==> src/design/pfa_pkg.sv <==
// Package for the page frame allocator: frame geometry, field widths,
// register defaults and the result record. No dependencies.
package pfa_pkg;

    localparam int NUM_FRAMES = 64;
    localparam int FRAME_W    = $clog2(NUM_FRAMES);
    localparam int CNT_W      = FRAME_W + 1;
    localparam int OWNER_W    = 12;
    localparam int ADDR_W     = 32;
    localparam int PAGE_SHIFT = 12;
    localparam int VPN_W      = ADDR_W - PAGE_SHIFT;
    localparam int FLAGS_W    = 6;
    localparam int SEL_W      = 6;
    localparam int PTE_WORD_W = VPN_W + FLAGS_W;
    localparam int PADDR_W    = 3;

    localparam logic [ADDR_W-1:0] BASE_RESET = 32'hA090_8000;

    localparam logic ACT_ALLOC = 1'b0;
    localparam logic ACT_BIND  = 1'b1;

    localparam logic REG_FRAME_BASE = 1'b0;

    typedef struct packed {
        logic [FRAME_W-1:0]    frame_no;
        logic                  evicted;
        logic                  no_frame;
        logic [VPN_W-1:0]      pte_index;
        logic [PTE_WORD_W-1:0] pte_word;
        logic [ADDR_W-1:0]     tlb_entry_hi;
    } t_result;

endpackage

==> src/design/pfa_ram.sv <==
// Generic single-clock RAM with one write port and one registered read port.
// No dependencies.
module pfa_ram #(
    parameter int DEPTH  = 64,
    parameter int DATA_W = 8,
    parameter int AW     = $clog2(DEPTH)
) (
    input  logic              i_clk,
    input  logic              i_wr_en,
    input  logic [AW-1:0]     i_wr_addr,
    input  logic [DATA_W-1:0] i_wr_data,
    input  logic              i_rd_en,
    input  logic [AW-1:0]     i_rd_addr,
    output logic [DATA_W-1:0] o_rd_data
);

    logic [DATA_W-1:0] r_mem [DEPTH];
    logic [DATA_W-1:0] r_rd_data;

    always_ff @(posedge i_clk) begin
        if (i_wr_en) begin
            r_mem[i_wr_addr] <= i_wr_data;
        end
        if (i_rd_en) begin
            r_rd_data <= r_mem[i_rd_addr];
        end
    end

    assign o_rd_data = r_rd_data;

endmodule

==> src/design/page_frame_allocator_fifo_unit.sv <==
// Page frame allocator with FIFO replacement: top level, built on pfa_pkg and pfa_ram.
// The result is registered in the output register from the S_EMIT state; an allocation that
// evicts a frame passes through S_RING first (ring read, then owner read). One transaction is
// processed at a time: a new one is not accepted until the last has left S_EMIT, which waits
// while the output is stalled. Reset clears the used-frame count, the ring pointers,
// the base register and the output valid; the owner and ring memories need no clearing.
module page_frame_allocator_fifo_unit (
    input  logic                           i_clk,
    input  logic                           i_rst_n,
    input  logic                           i_valid,
    output logic                           o_stall,
    input  logic                           i_action,
    input  logic                           i_pinned,
    input  logic [pfa_pkg::SEL_W-1:0]      i_frame_sel,
    input  logic [pfa_pkg::ADDR_W-1:0]     i_virt_addr,
    input  logic [pfa_pkg::OWNER_W-1:0]    i_owner_id,
    input  logic [pfa_pkg::FLAGS_W-1:0]    i_pte_flags,
    output logic                           o_valid,
    input  logic                           i_stall,
    output logic [pfa_pkg::FRAME_W-1:0]    o_frame_no,
    output logic                           o_evicted,
    output logic [pfa_pkg::OWNER_W-1:0]    o_victim_owner,
    output logic                           o_no_frame,
    output logic [pfa_pkg::VPN_W-1:0]      o_pte_index,
    output logic [pfa_pkg::PTE_WORD_W-1:0] o_pte_word,
    output logic [pfa_pkg::ADDR_W-1:0]     o_tlb_entry_hi,
    input  logic                           psel,
    input  logic                           penable,
    input  logic                           pwrite,
    input  logic [pfa_pkg::PADDR_W-1:0]    paddr,
    input  logic [31:0]                    pwdata,
    output logic [31:0]                    prdata,
    output logic                           pready
);
    import pfa_pkg::*;

    localparam logic [1:0] S_IDLE = 2'd0;
    localparam logic [1:0] S_RING = 2'd1;
    localparam logic [1:0] S_EMIT = 2'd2;

    logic [1:0]         r_state, n_state;
    logic [CNT_W-1:0]   r_next_free, n_next_free;
    logic [FRAME_W-1:0] r_head, n_head;
    logic [FRAME_W-1:0] r_tail, n_tail;
    logic [CNT_W-1:0]   r_count, n_count;
    logic               r_pinned, n_pinned;
    t_result            r_res, n_res;
    logic [ADDR_W-1:0]  r_base;

    logic               r_o_valid;
    t_result            r_out;
    logic [OWNER_W-1:0] r_o_victim;

    logic               accept;
    logic               out_free;
    logic               cfg_wr;

    logic               ring_wr_en;
    logic [FRAME_W-1:0] ring_wr_addr;
    logic [FRAME_W-1:0] ring_wr_data;
    logic [FRAME_W-1:0] ring_q;
    logic               own_wr_en;
    logic [OWNER_W-1:0] owner_q;
    logic [VPN_W-1:0]   frame_pfn;

    assign accept   = i_valid && (r_state == S_IDLE);
    assign o_stall  = (r_state != S_IDLE);
    assign out_free = !r_o_valid || !i_stall;
    assign cfg_wr   = psel && penable && pwrite && pready;
    assign pready   = 1'b1;
    assign prdata   = (paddr[2] == REG_FRAME_BASE) ? r_base : 32'd0;

    assign frame_pfn = r_base[ADDR_W-1:PAGE_SHIFT]
                     + VPN_W'(i_frame_sel[FRAME_W-1:0]);

    assign own_wr_en = accept && (i_action == ACT_BIND);

    pfa_ram #(
        .DEPTH  (NUM_FRAMES),
        .DATA_W (FRAME_W)
    ) u_ring (
        .i_clk     (i_clk),
        .i_wr_en   (ring_wr_en),
        .i_wr_addr (ring_wr_addr),
        .i_wr_data (ring_wr_data),
        .i_rd_en   (accept),
        .i_rd_addr (r_head),
        .o_rd_data (ring_q)
    );

    pfa_ram #(
        .DEPTH  (NUM_FRAMES),
        .DATA_W (OWNER_W)
    ) u_owner (
        .i_clk     (i_clk),
        .i_wr_en   (own_wr_en),
        .i_wr_addr (i_frame_sel[FRAME_W-1:0]),
        .i_wr_data (i_owner_id),
        .i_rd_en   (r_state == S_RING),
        .i_rd_addr (ring_q),
        .o_rd_data (owner_q)
    );

    always_comb begin
        n_state      = r_state;
        n_next_free  = r_next_free;
        n_head       = r_head;
        n_tail       = r_tail;
        n_count      = r_count;
        n_pinned     = r_pinned;
        n_res        = r_res;
        ring_wr_en   = 1'b0;
        ring_wr_addr = r_tail;
        ring_wr_data = r_next_free[FRAME_W-1:0];
        unique case (r_state)
            S_IDLE: begin
                if (accept) begin
                    n_res    = '0;
                    n_pinned = i_pinned;
                    if (i_action == ACT_BIND) begin
                        n_res.frame_no     = i_frame_sel[FRAME_W-1:0];
                        n_res.pte_index    = i_virt_addr[ADDR_W-1:PAGE_SHIFT];
                        n_res.pte_word     = {frame_pfn, i_pte_flags};
                        n_res.tlb_entry_hi = {i_virt_addr[ADDR_W-1:PAGE_SHIFT], i_owner_id};
                        n_state            = S_EMIT;
                    end else if (!r_next_free[FRAME_W]) begin
                        n_res.frame_no = r_next_free[FRAME_W-1:0];
                        n_next_free    = r_next_free + CNT_W'(1);
                        if (!i_pinned && (r_count < CNT_W'(NUM_FRAMES))) begin
                            ring_wr_en = 1'b1;
                            n_tail     = r_tail + FRAME_W'(1);
                            n_count    = r_count + CNT_W'(1);
                        end
                        n_state = S_EMIT;
                    end else if (r_count == '0) begin
                        n_res.no_frame = 1'b1;
                        n_state        = S_EMIT;
                    end else begin
                        n_state = S_RING;
                    end
                end
            end
            S_RING: begin
                n_res.frame_no = ring_q;
                n_res.evicted  = 1'b1;
                n_head         = r_head + FRAME_W'(1);
                ring_wr_data   = ring_q;
                if (r_pinned) begin
                    n_count = r_count - CNT_W'(1);
                end else begin
                    ring_wr_en = 1'b1;
                    n_tail     = r_tail + FRAME_W'(1);
                end
                n_state = S_EMIT;
            end
            S_EMIT: begin
                if (out_free) begin
                    n_state = S_IDLE;
                end
            end
            default: begin
                n_state = S_IDLE;
            end
        endcase
    end

    always_ff @(posedge i_clk) begin
        if (!i_rst_n) begin
            r_state     <= S_IDLE;
            r_next_free <= '0;
            r_head      <= '0;
            r_tail      <= '0;
            r_count     <= '0;
            r_base      <= BASE_RESET;
            r_o_valid   <= 1'b0;
        end else begin
            r_state     <= n_state;
            r_next_free <= n_next_free;
            r_head      <= n_head;
            r_tail      <= n_tail;
            r_count     <= n_count;
            if (cfg_wr && (paddr[2] == REG_FRAME_BASE)) begin
                r_base <= pwdata;
            end
            if ((r_state == S_EMIT) && out_free) begin
                r_o_valid <= 1'b1;
            end else if (!i_stall) begin
                r_o_valid <= 1'b0;
            end
        end
    end

    always_ff @(posedge i_clk) begin
        r_pinned <= n_pinned;
        r_res    <= n_res;
        if ((r_state == S_EMIT) && out_free) begin
            r_out      <= r_res;
            r_o_victim <= r_res.evicted ? owner_q : '0;
        end
    end

    assign o_valid        = r_o_valid;
    assign o_frame_no     = r_out.frame_no;
    assign o_evicted      = r_out.evicted;
    assign o_victim_owner = r_o_victim;
    assign o_no_frame     = r_out.no_frame;
    assign o_pte_index    = r_out.pte_index;
    assign o_pte_word     = r_out.pte_word;
    assign o_tlb_entry_hi = r_out.tlb_entry_hi;

endmodule

==> config.mk <==
export PLATFORM = sky130hd
export DESIGN_NAME = page_frame_allocator_fifo_unit
export DESIGN_NICKNAME = d
export VERILOG_FILES = /design/src/design/pfa_pkg.sv /design/src/design/pfa_ram.sv /design/src/design/page_frame_allocator_fifo_unit.sv
export SDC_FILE = /design/constraint.sdc
export NUM_CORES = 1
export LEC_CHECK = 0
export BUFFER_PORTS_ARGS = -buffer_cell sky130_fd_sc_hd__buf_2
export CORE_ASPECT_RATIO = 1.1
export CORE_MARGIN = 2
export CORE_UTILIZATION = 40
export CTS_BUF_LIST = sky130_fd_sc_hd__clkbuf_4
export CTS_CLUSTER_SIZE = 40
export DETAILED_ROUTE_END_ITERATION = 7
export GPL_TIMING_DRIVEN = 1
export PLACE_DENSITY_LB_ADDON = 0.25
export RECOVER_POWER = 25
export SETUP_SLACK_MARGIN = 0.3
export SYNTH_ARGS = -nofsm -noshare
export SYNTH_HDL_FRONTEND = slang
export SYNTH_HIERARCHICAL = 1
export SYNTH_SLANG_ARGS = --single-unit
export TNS_END_PERCENT = 50
==> constraint.sdc <==
create_clock -name i_clk -period 9.7 [get_ports i_clk]
set_clock_uncertainty 0.05 [all_clocks]
set_input_delay 0.97 -clock i_clk [delete_from_list [all_inputs] [get_ports i_clk]]
set_output_delay 0.97 -clock i_clk [all_outputs]
set_load 0.02 [all_outputs]
==> results of run 1 <==
[sequential cells by signal (all words and copies together) (netlist names), 6 cells and up]
register / cells
r_next_free: 7
u_ring/o_rd_data: 6
u_ring/r_mem: 384
r_tail: 6
o_victim_owner: 12
r_head: 6
o_frame_no: 6
o_tlb_entry_hi: 12
o_pte_index: 20
o_pte_word: 26
u_owner/r_mem: 768
r_count: 7
r_base: 32
r_res: 66
u_owner/o_rd_data: 12
[cells by family (layout without fill, tap and decap cells)]
group / Yosys count / after routing
multiplexers: 346 / 346
AO/OA/AOI/OAI: 255 / 255
XOR/XNOR: 19 / 19
adder cells (fa/ha/maj): 16 / 16
AND/OR/NAND/NOR: 579 / 579
flip-flops: 1376 / 1376
other: 1 / 7
buffers and inverters: 173 / 925
[layer usage]
layer,part of all wire,up-vias
met5,0.000055,-
met4,0.030,2
met3,0.063,208
met2,0.52,1025
met1,0.39,14706
li1,-,12470
[power by group]
part | leakage [µW] | internal [µW] | switching (µW)
Sequential | 0.0130 | 6560 | 25.4
Clock | 0.00252 | 2430 | 2200
Combinational | 0.00500 | 180 | 342
[path summary, 6_finish.rpt]
kind | slack, ns | depth (start not counted) | endpoint
worst max-delay path | 4.31 | 6 | u_owner/r_mem[14][0]$_DFFE_PP_
worst min-delay path | 0.18 | 3 | r_res[80]$_DFFE_PP_
worst max register to register | 5.56 | 7 | u_owner/o_rd_data[4]$_DFFE_PP_
worst min register to register | 0.35 | 0 | o_pte_word[11]$_DFFE_PP_
[tightest hold or removal path, delay by kind of cell]
family | cells | cell delay, ns
AOI/OAI and AO/OA | 1 | 0.10
buffers and inverters | 1 | 0.23
and+or+nand+nor | 1 | 0.07
[synthesized netlist by cell type, types with 4 or more instances]
cell type,n,area share
edfxtp_1,1315,0.73
inv_1,5,0.00035
nand2_1,144,0.010
a31oi_1,9,0.0010
o221ai_1,25,0.0041
a22o_1,6,0.00097
mux4_1,6,0.0029
or2_2,4,0.00046
o22a_1,8,0.0013
or3_1,10,0.0012
o22ai_1,35,0.0041
buf_6,20,0.0042
a22oi_1,17,0.0024
o31ai_1,4,0.00056
a211oi_1,23,0.0032
mux2_2,16,0.0033
nand4_1,13,0.0015
dfxtp_1,61,0.023
and2_1,72,0.0084
xnor2_1,15,0.0024
buf_2,30,0.0028
ha_1,14,0.0032
nand3b_1,9,0.0013
buf_4,35,0.0049
nor2_1,147,0.010
o21ai_0,24,0.0022
nor3_1,20,0.0019
nand2b_1,37,0.0043
nand3_1,37,0.0034
clkbuf_1,76,0.0053
xor2_1,4,0.00065
a21oi_1,26,0.0024
a21boi_0,40,0.0056
mux4_2,279,0.12
o21ai_1,7,0.00065
a32o_1,7,0.0013
and3_1,5,0.00058
mux2i_1,45,0.0084
nor2b_1,59,0.0068
[cell type report]
cell class	count	area share
clock inverter	80	0.00611
tap	1787	0.0364
clock buffer	506	0.0618
antenna	6	0.000244
sequential	1376	0.662
timing repair buffer	333	0.0340
inverter	6	0.000366
multi-input combinational	1216	0.199
[cells in the final DEF (no fill, tap or decap), types with 59 or more instances in the layout]
cell type | Yosys | routed
clkbuf_4 | 0 | 506
buf_2 | 30 | 216
dlygate4sd3_1 | 0 | 62
edfxtp_1 | 1315 | 1315
mux4_2 | 279 | 279
nand2_1 | 144 | 138
nor2b_1 | 59 | 59
nor2_1 | 147 | 147
clkinv_1 | 0 | 60
[timing repair]
action | 4_1_cts | 5_1_grt
buffers inserted | 0 | 0
hold buffers | 62 | 0
setup endpoints to repair | 0 | 0
hold endpoints to repair | 62 | 0
[per-stage QoR]
| stage | hold slack (ns) | power [µW] | setup slack (ns) | area [µm²] |
|---|---|---|---|---|
| after floorplan | 0.350 | 6990 | 4.34 | 53900 |
| after global placement | 0.352 | 7200 | 4.99 | 56700 |
| after detailed placement | 0.355 | 7210 | 4.80 | 56700 |
| after CTS | 0.0186 | 11900 | 5.36 | 61500 |
| after global routing | 0.0984 | 12300 | 4.07 | 61500 |
| final | 0.184 | 11700 | 4.31 | 61500 |
==> results.json, run 1 <==
{
  "status": "complete, but fails checks",
  "violations": "capacitance limit, slew limit",
  "portBuffers": 217,
  "synth_top_family_by_area": "multiplexers",
  "antenna_found_initial": 6,
  "ff_latch_area_um2": 40700,
  "drcViolationCount": 0,
  "reg2reg_from": "u_ring/o_rd_data[0]$_DFFE_PP_",
  "area_delta_synth_final_pct": 14.0,
  "vias": 28411,
  "numCtsBuffers": 357,
  "fp.dieH_um": 389,
  "final_cells": 5310,
  "min_period_ns": 5.39,
  "synth-simple-area-share": 0.0540,
  "routed_wl_um": 128000,
  "htree_num_levels": 5,
  "ctsResizeCount": 0,
  "multi_input_comb_area_um2": 12200,
  "cts-root-buf": "clkbuf_4",
  "fp.dieArea_um2": 138000,
  "drive_gt1_frac": 0.313,
  "dr.pass1.iters": 5,
  "crit_path_max_incr_delay_ns": 2.05,
  "die_width_um": 354,
  "hold_path.startpoint": "i_frame_sel[0]",
  "grt_first_pass_wirelength_um": 188000,
  "core.rowCount": 141,
  "clock_sinks": 1376,
  "layout.nets": 3406,
  "synth.net_count": 2881,
  "worstPathArrival_ns": 6.18,
  "synthArstFlopShare": 0,
  "worstPathRequired_ns": 10.49,
  "critical_path_buf_inv_count": 2,
  "hp-class": "in -> reg",
  "clk_latency_ns": 1.27,
  "clockBufferDepth": 4,
  "overflow": 0,
  "drt_iter0_drc": 2455,
  "seq_area_frac_synth": 0.755,
  "setup_viol": 0,
  "drv_slew": 866,
  "fmaxAchievable_mhz": 186,
  "hold_viol": 0,
  "fill_cells": 11573,
  "p_per_area_nw_per_um2": 191,
  "synth_flop_cell": "edfxtp_1",
  "rsz0062_at_grt": "false",
  "clk_pin_slew_worst_paths_ns": 0.06,
  "synthDistinctLibCells": 72,
  "wl_per_cell_um": 24.1,
  "initial_utilization": 0.402,
  "final.period_utilization": 0.555,
  "critPathTopFamily": "simple AND/OR/NAND/NOR gates",
  "critPathLaunchType": "input port",
  "critPathMaxFanout": 73,
  "ios": 233,
  "cpMaxStageDelayCell": "clkbuf_1",
  "cts_tree": "done",
  "final_util": 0.458,
  "worstMarginPinSlew_ns": 3.55,
  "fin_tns_setup_ns": 0,
  "synth_edf_count": 1315,
  "critPathKind": "in -> reg",
  "synth_area_um2": 53900,
  "endpoint_kind": "flop",
  "dp_hpwl_um": 75600,
  "yosys_warnings": 6,
  "p_leak_uw": 0.0205,
  "crit_chain": "buf_2, clkbuf_1, and3_1, nor2b_1, nand3_1, nor2_1",
  "critPathLaunch": "i_action",
  "grt_max_degree": 119,
  "use_met1": 0.229,
  "via_per_inst": 5.35,
  "gr-usage-all-layers": 0.186,
  "core_area_um2": 134000,
  "peakVddDrop_mv": 0.121,
  "avgSynthCellArea_um2": 19.5,
  "dp.cells": 4656,
  "gr-usage-met3": 0.0414,
  "synthesis.instances": 2765,
  "muxShareOfSynthArea": 0.131,
  "synthXorXnorAreaFrac": 0.00309,
  "grt.busiest_layer": "met2",
  "synth-seq-cells": 1376,
  "drtAntennaViolNets": 0,
  "grt.met2_usage": 0.317,
  "gp_congestion": 0.810,
  "cap_violations": 13,
  "synth_compound_area_frac": 0.0337,
  "maxSlewHeadroom": -1.37,
  "synth_fa_ha_area_frac": 0.00399,
  "grt_pass1_vias": 30004
}
Note: power is estimated with default switching activity, not from simulation.
==> run 2: changes to the inputs <==
==> constraint.sdc (replaced) <==
create_clock -name i_clk -period 4.6 [get_ports i_clk]
set_clock_uncertainty 0.05 [all_clocks]
set_input_delay 0.46 -clock i_clk [delete_from_list [all_inputs] [get_ports i_clk]]
set_output_delay 0.46 -clock i_clk [all_outputs]
set_load 0.02 [all_outputs]
==> run 2 against run 1 <==
  * The run still ends with capacitance limit, slew limit left
  * Non-clock buffer count increased by 228
  * Sequential share of layout area shrank 2.5 points
  * Hold slack improved by 0.015 ns
  * Combinational power is 130% higher
  * Register-to-register slack got worse by 4.4 ns
  * Clock power increased by 120%
  * Flip-flop and latch count did not move
  * Critical path depth fell by 1
  * Final area rose by 3.9%
  * Sequential power is 110% higher
  * Die area unchanged
  * Critical path type is now reg -> reg
  * Critical endpoint is now u_ring/r_mem[14][3]$_DFFE_PP_
  * Largest power group unchanged
==> results.json, run 2 (same netlist as run 1, synthesis figures left out) <==
{
  "status": "complete, but fails checks",
  "violations": "capacitance limit, slew limit",
  "gr-usage-all-layers": 0.194,
  "fp.dieH_um": 389,
  "maxSlewHeadroom": -1.26,
  "routed_wl_um": 133000,
  "grt_max_degree": 75,
  "cap_violations": 11,
  "layout_common_cells": "edfxtp_1, clkbuf_4, mux4_2, dlygate4sd3_1, buf_2",
  "worstPathRequired_ns": 5.44,
  "endpoint_kind": "flop",
  "grt_first_pass_wirelength_um": 199000,
  "htree_num_levels": 5,
  "drcViolationCount": 0,
  "drv_slew": 682,
  "layout.nets": 3639,
  "antenna_found_initial": 10,
  "fp.dieArea_um2": 138000,
  "ctsResizeCount": 0,
  "final_area_um2": 63800,
  "clockBufferDepth": 4,
  "setup_viol": 0,
  "ios": 233,
  "p_leak_uw": 0.0216,
  "dr.pass1.iters": 6,
  "clk_pin_slew_worst_paths_ns": 0.06,
  "via_per_inst": 5.33,
  "cts-root-buf": "clkbuf_4",
  "regMostFlops": "u_owner/r_mem",
  "design_power_total_uw": 25100,
  "grt_pass1_vias": 31536,
  "drtAntennaViolNets": 0,
  "crit_path_max_incr_delay_ns": 0.73,
  "gp_congestion": 0.813,
  "largest_reg_flops": 768,
  "core.rowCount": 141,
  "hold_viol": 0,
  "critPathMaxFanout": 12,
  "min_period_ns": 3.41,
  "drive_gt1_frac": 0.311,
  "cpMaxStageDelayCell": "nor2_1",
  "area_delta_synth_final_pct": 18.4,
  "cts_tree": "done",
  "overflow": 0,
  "hp-class": "in -> reg",
  "crit_chain": "nand2b_1, o2bb2ai_2, nor2b_1, nand3_1, nor2_1",
  "critPathKind": "reg -> reg",
  "reg.largest.list": "u_owner/r_mem (768), u_ring/r_mem (384), r_res (66)",
  "post-place-ws_ns": 1.29,
  "placed_area_um2": 57200,
  "wl_per_cell_um": 23.9,
  "drt_iter0_drc": 2537,
  "dp_hpwl_um": 78500,
  "numCtsBuffers": 362,
  "portBuffers": 217,
  "fin_tns_setup_ns": 0,
  "peakVddDrop_mv": 0.272,
  "final_cells": 5572,
  "layout_commonest_cell": "edfxtp_1",
  "clk_latency_ns": 1.28,
  "setup_ws_ns": 1.19,
  "final.period_utilization": 0.740,
  "critPathLaunchType": "flop",
  "initial_utilization": 0.402,
  "vias": 29707,
  "fmaxAchievable_mhz": 294,
  "worstPathArrival_ns": 4.25,
  "die_width_um": 354,
  "worstMarginPinSlew_ns": 3.39,
  "dp.cells": 4708,
  "p_per_area_nw_per_um2": 393,
  "rsz0062_at_grt": "false",
  "core_area_um2": 134000,
  "clock_sinks": 1376
}
run 2: stage by stage:
stage | util | hold WS, ns
6_report | 0.476 | 0.199
5_1_grt | 0.476 | 0.0676
4_1_cts | 0.476 | 0.0508
3_5_place_dp | 0.426 | 0.355
3_3_place_gp | 0.426 | 0.351
2_1_floorplan | - | 0.350
run 2: final timing paths:
kind	startpoint	endpoint	slack [ns]	depth (start not counted)
min reg2reg	r_res[77]$_SDFFCE_PN0P_	o_pte_index[19]$_DFFE_PP_	0.35	0
min	i_action	r_res[78]$_SDFFCE_PP0P_	0.20	3
max	r_state[0]$_SDFFE_PN0P_	u_ring/r_mem[14][3]$_DFFE_PP_	1.19	5
max reg2reg	r_state[0]$_SDFFE_PN0P_	u_ring/r_mem[14][3]$_DFFE_PP_	1.19	5
run 2: report_power, final:
part | switching [µW] | total [µW] | internal [µW]
combinational | 741 | 1200 | 463
clock | 4710 | 9960 | 5250
sequential | 62.1 | 13900 | 13800
total | 5520 | 25100 | 19500
run 2: layout make-up:
cell class / instances / area (µm²)
multi-input combinational: 1216 / 12200
clock buffer: 525 / 3940
inverter: 6 / 22.5
tap: 1787 / 2240
timing repair buffer: 561 / 4310
fill: 11250 / 70200
clock inverter: 84 / 359
sequential: 1376 / 40700
antenna: 17 / 42.5
run 2: worst max-delay path: cells and delay by family, from the launching register on:
kind	cells	cell delay, ns
compound gates	1	0.60
simple gates	4	1.92
flops	1	0.45
run 2: timing repair:
action                                  CTS  global route
hold buffers                            238             0
buffers inserted                          0             0
endpoints found under the hold margin  1125             0
run 2: routing by layer:
metal  GRT usage  part of all wire
met2       0.328              0.51
met1       0.243              0.40
met4      0.0831             0.033
met5           0                 0
met3      0.0405             0.061
==> run 3: changes to the inputs <==
==> constraint.sdc (replaced) <==
create_clock -name i_clk -period 3.1 [get_ports i_clk]
set_clock_uncertainty 0.05 [all_clocks]
set_input_delay 0.31 -clock i_clk [delete_from_list [all_inputs] [get_ports i_clk]]
set_output_delay 0.31 -clock i_clk [all_outputs]
set_load 0.02 [all_outputs]
==> run 3 against run 2 <==
  * Die area is the same
  * Global-route usage increased by 0.31 points
  * Final cell count increased by 1.9%
  * Largest power group unchanged
  * Count of clock-buffer cells in the layout shrank 5
  * Combinational power grew 58%
  * Power rose by 49%
  * Clock power up 50%
  * Non-clock buffer count is 121 higher
  * The flow still finishes with violations (capacitance limit, slew limit)
==> results.json, run 3 (same netlist as run 1, synthesis figures left out) <==
{
  "die_width_um": 354,
  "regMostFlops": "u_owner/r_mem",
  "maxSlewHeadroom": -0.815,
  "critPathKind": "reg -> reg",
  "reg.largest.list": "u_owner/r_mem (768), u_ring/r_mem (384), r_res (66)",
  "p_per_area_nw_per_um2": 576,
  "clk_latency_ns": 1.24,
  "final.period_utilization": 0.871,
  "fin_tns_setup_ns": 0,
  "core.rowCount": 141,
  "fp.dieArea_um2": 138000,
  "cts_setup_buffers": 0,
  "grt_pass1_vias": 32157,
  "grt_max_degree": 72,
  "status": "complete, but fails checks",
  "numCtsBuffers": 363,
  "ios": 233,
  "drive_gt1_frac": 0.329,
  "cts-root-buf": "clkbuf_4",
  "via_per_inst": 5.34,
  "critPathLaunchType": "flop",
  "routed_wl_um": 137000,
  "cap_violations": 10,
  "fp.dieH_um": 389,
  "core_area_um2": 134000,
  "drcViolationCount": 0,
  "largest_reg_flops": 768,
  "design_power_total_uw": 37400,
  "grt_first_pass_wirelength_um": 201000,
  "layout_commonest_cell": "edfxtp_1",
  "area_delta_synth_final_pct": 20.6,
  "layout_common_cells": "edfxtp_1, clkbuf_4, mux4_2, dlygate4sd3_1, buf_2",
  "clock_sinks": 1376,
  "violations": "capacitance limit, slew limit",
  "critPathMaxFanout": 20,
  "layout.nets": 3761,
  "endpoint_kind": "flop",
  "dr.pass1.iters": 8,
  "vias": 30332,
  "clk_pin_slew_worst_paths_ns": 0.07,
  "cts_tree": "done",
  "drtAntennaViolNets": 0,
  "hp-class": "in -> reg",
  "setup_viol": 0,
  "worstPathArrival_ns": 3.80,
  "p_leak_uw": 0.0223,
  "htree_num_levels": 5,
  "min_period_ns": 2.70,
  "overflow": 0,
  "dp_hpwl_um": 82000,
  "clockBufferDepth": 4,
  "worstMarginPinSlew_ns": 2.72,
  "portBuffers": 217,
  "r2r_setup_slack_ns": 0.40,
  "peakVddDrop_mv": 0.396,
  "drt_iter0_drc": 2787,
  "initial_utilization": 0.402,
  "rsz0062_at_grt": "true",
  "hold_viol": 0,
  "wl_per_cell_um": 24.1,
  "gp_congestion": 0.834,
  "antenna_found_initial": 8,
  "worstPathRequired_ns": 4.20,
  "drv_slew": 513,
  "fmaxAchievable_mhz": 370,
  "gr-usage-all-layers": 0.197
}
run 3: cell types whose count changed in the layout (fill, tap and decap cells not counted), moves of 2 or more:
| cell | before | now |
|---|---|---|
| and2_0 | 9 | 5 |
| and2_1 | 63 | 67 |
| buf_12 | 7 | 27 |
| buf_2 | 212 | 206 |
| buf_4 | 89 | 180 |
| bufinv_16 | 1 | 3 |
| clkbuf_1 | 15 | 22 |
| clkbuf_2 | 0 | 2 |
| clkbuf_4 | 525 | 520 |
| diode_2 | 17 | 8 |
| dlygate4sd3_1 | 238 | 243 |
| inv_2 | 8 | 4 |
| nor2_1 | 147 | 144 |
| nor2_2 | 0 | 3 |
run 3: critical path, cell delays in order, from the launching register on:
cell	delay, ns
dfxtp_1	0.50
nand2b_2	0.24
inv_2	0.24
buf_4	0.35
ha_1	0.32
a211oi_1	0.36
o21bai_1	0.13
a21oi_1	0.19
nand4_1	0.12
nand3_1	0.14
run 3: what timing repair did:
item | in CTS | in global routing
cloned | 0 | 1
setup endpoints to repair | 16 | 51
endpoints found under the hold margin | 1695 | 0
hold buffers | 243 | 0
pin swaps | 0 | 0
gates resized for setup | 1 | 5
run 3: final cells by class:
class / count / area [µm²]
fill: 11245 / 69100
sequential: 1376 / 40700
multi-input combinational: 1216 / 12200
timing repair buffer: 682 / 5500
clock buffer: 520 / 3900
tap: 1787 / 2240
clock inverter: 83 / 404
inverter: 6 / 22.5
antenna: 8 / 20.0
run 3: where the power goes:
group | switching [µW] | internal (µW) | total [µW]
clock network | 7060 | 7890 | 14900
registers | 94.4 | 20500 | 20600
logic | 1130 | 758 | 1890
total | 8290 | 29100 | 37400
run 3: final timing paths:
kind	to	from	depth (start not counted)
max reg2reg	r_count[5]$_SDFFE_PN0P_	r_state[0]$_SDFFE_PN0P_	9
min reg2reg	o_pte_word[6]$_DFFE_PP_	r_res[38]$_SDFFCE_PN0P_	0
min	r_count[6]$_SDFFE_PN0P_	i_pinned	6
max	r_count[5]$_SDFFE_PN0P_	r_state[0]$_SDFFE_PN0P_	9
run 3: through the flow:
stage	instances	util	setup slack (ns)	instance area, µm²	hold slack, ns
final	5678	0.485	0.399	65000	0.162
after global placement	4823	0.435	0.283	58300	0.351
after detailed placement	4823	0.435	0.288	58300	0.355
after floorplan	2765	-	0.203	53900	0.350
after global routing	5676	0.485	0.263	65000	0.0611
after CTS	5669	0.485	0.344	65000	0.0113
run 3: metal layers:
layer | up-vias | track usage | share of wire
met2 | 1165 | 0.338 | 0.51
met1 | 15695 | 0.243 | 0.39
met3 | 298 | 0.0446 | 0.063
li1 | 13174 | - | -
met5 | - | 0 | 0
met4 | 0 | 0.0794 | 0.033
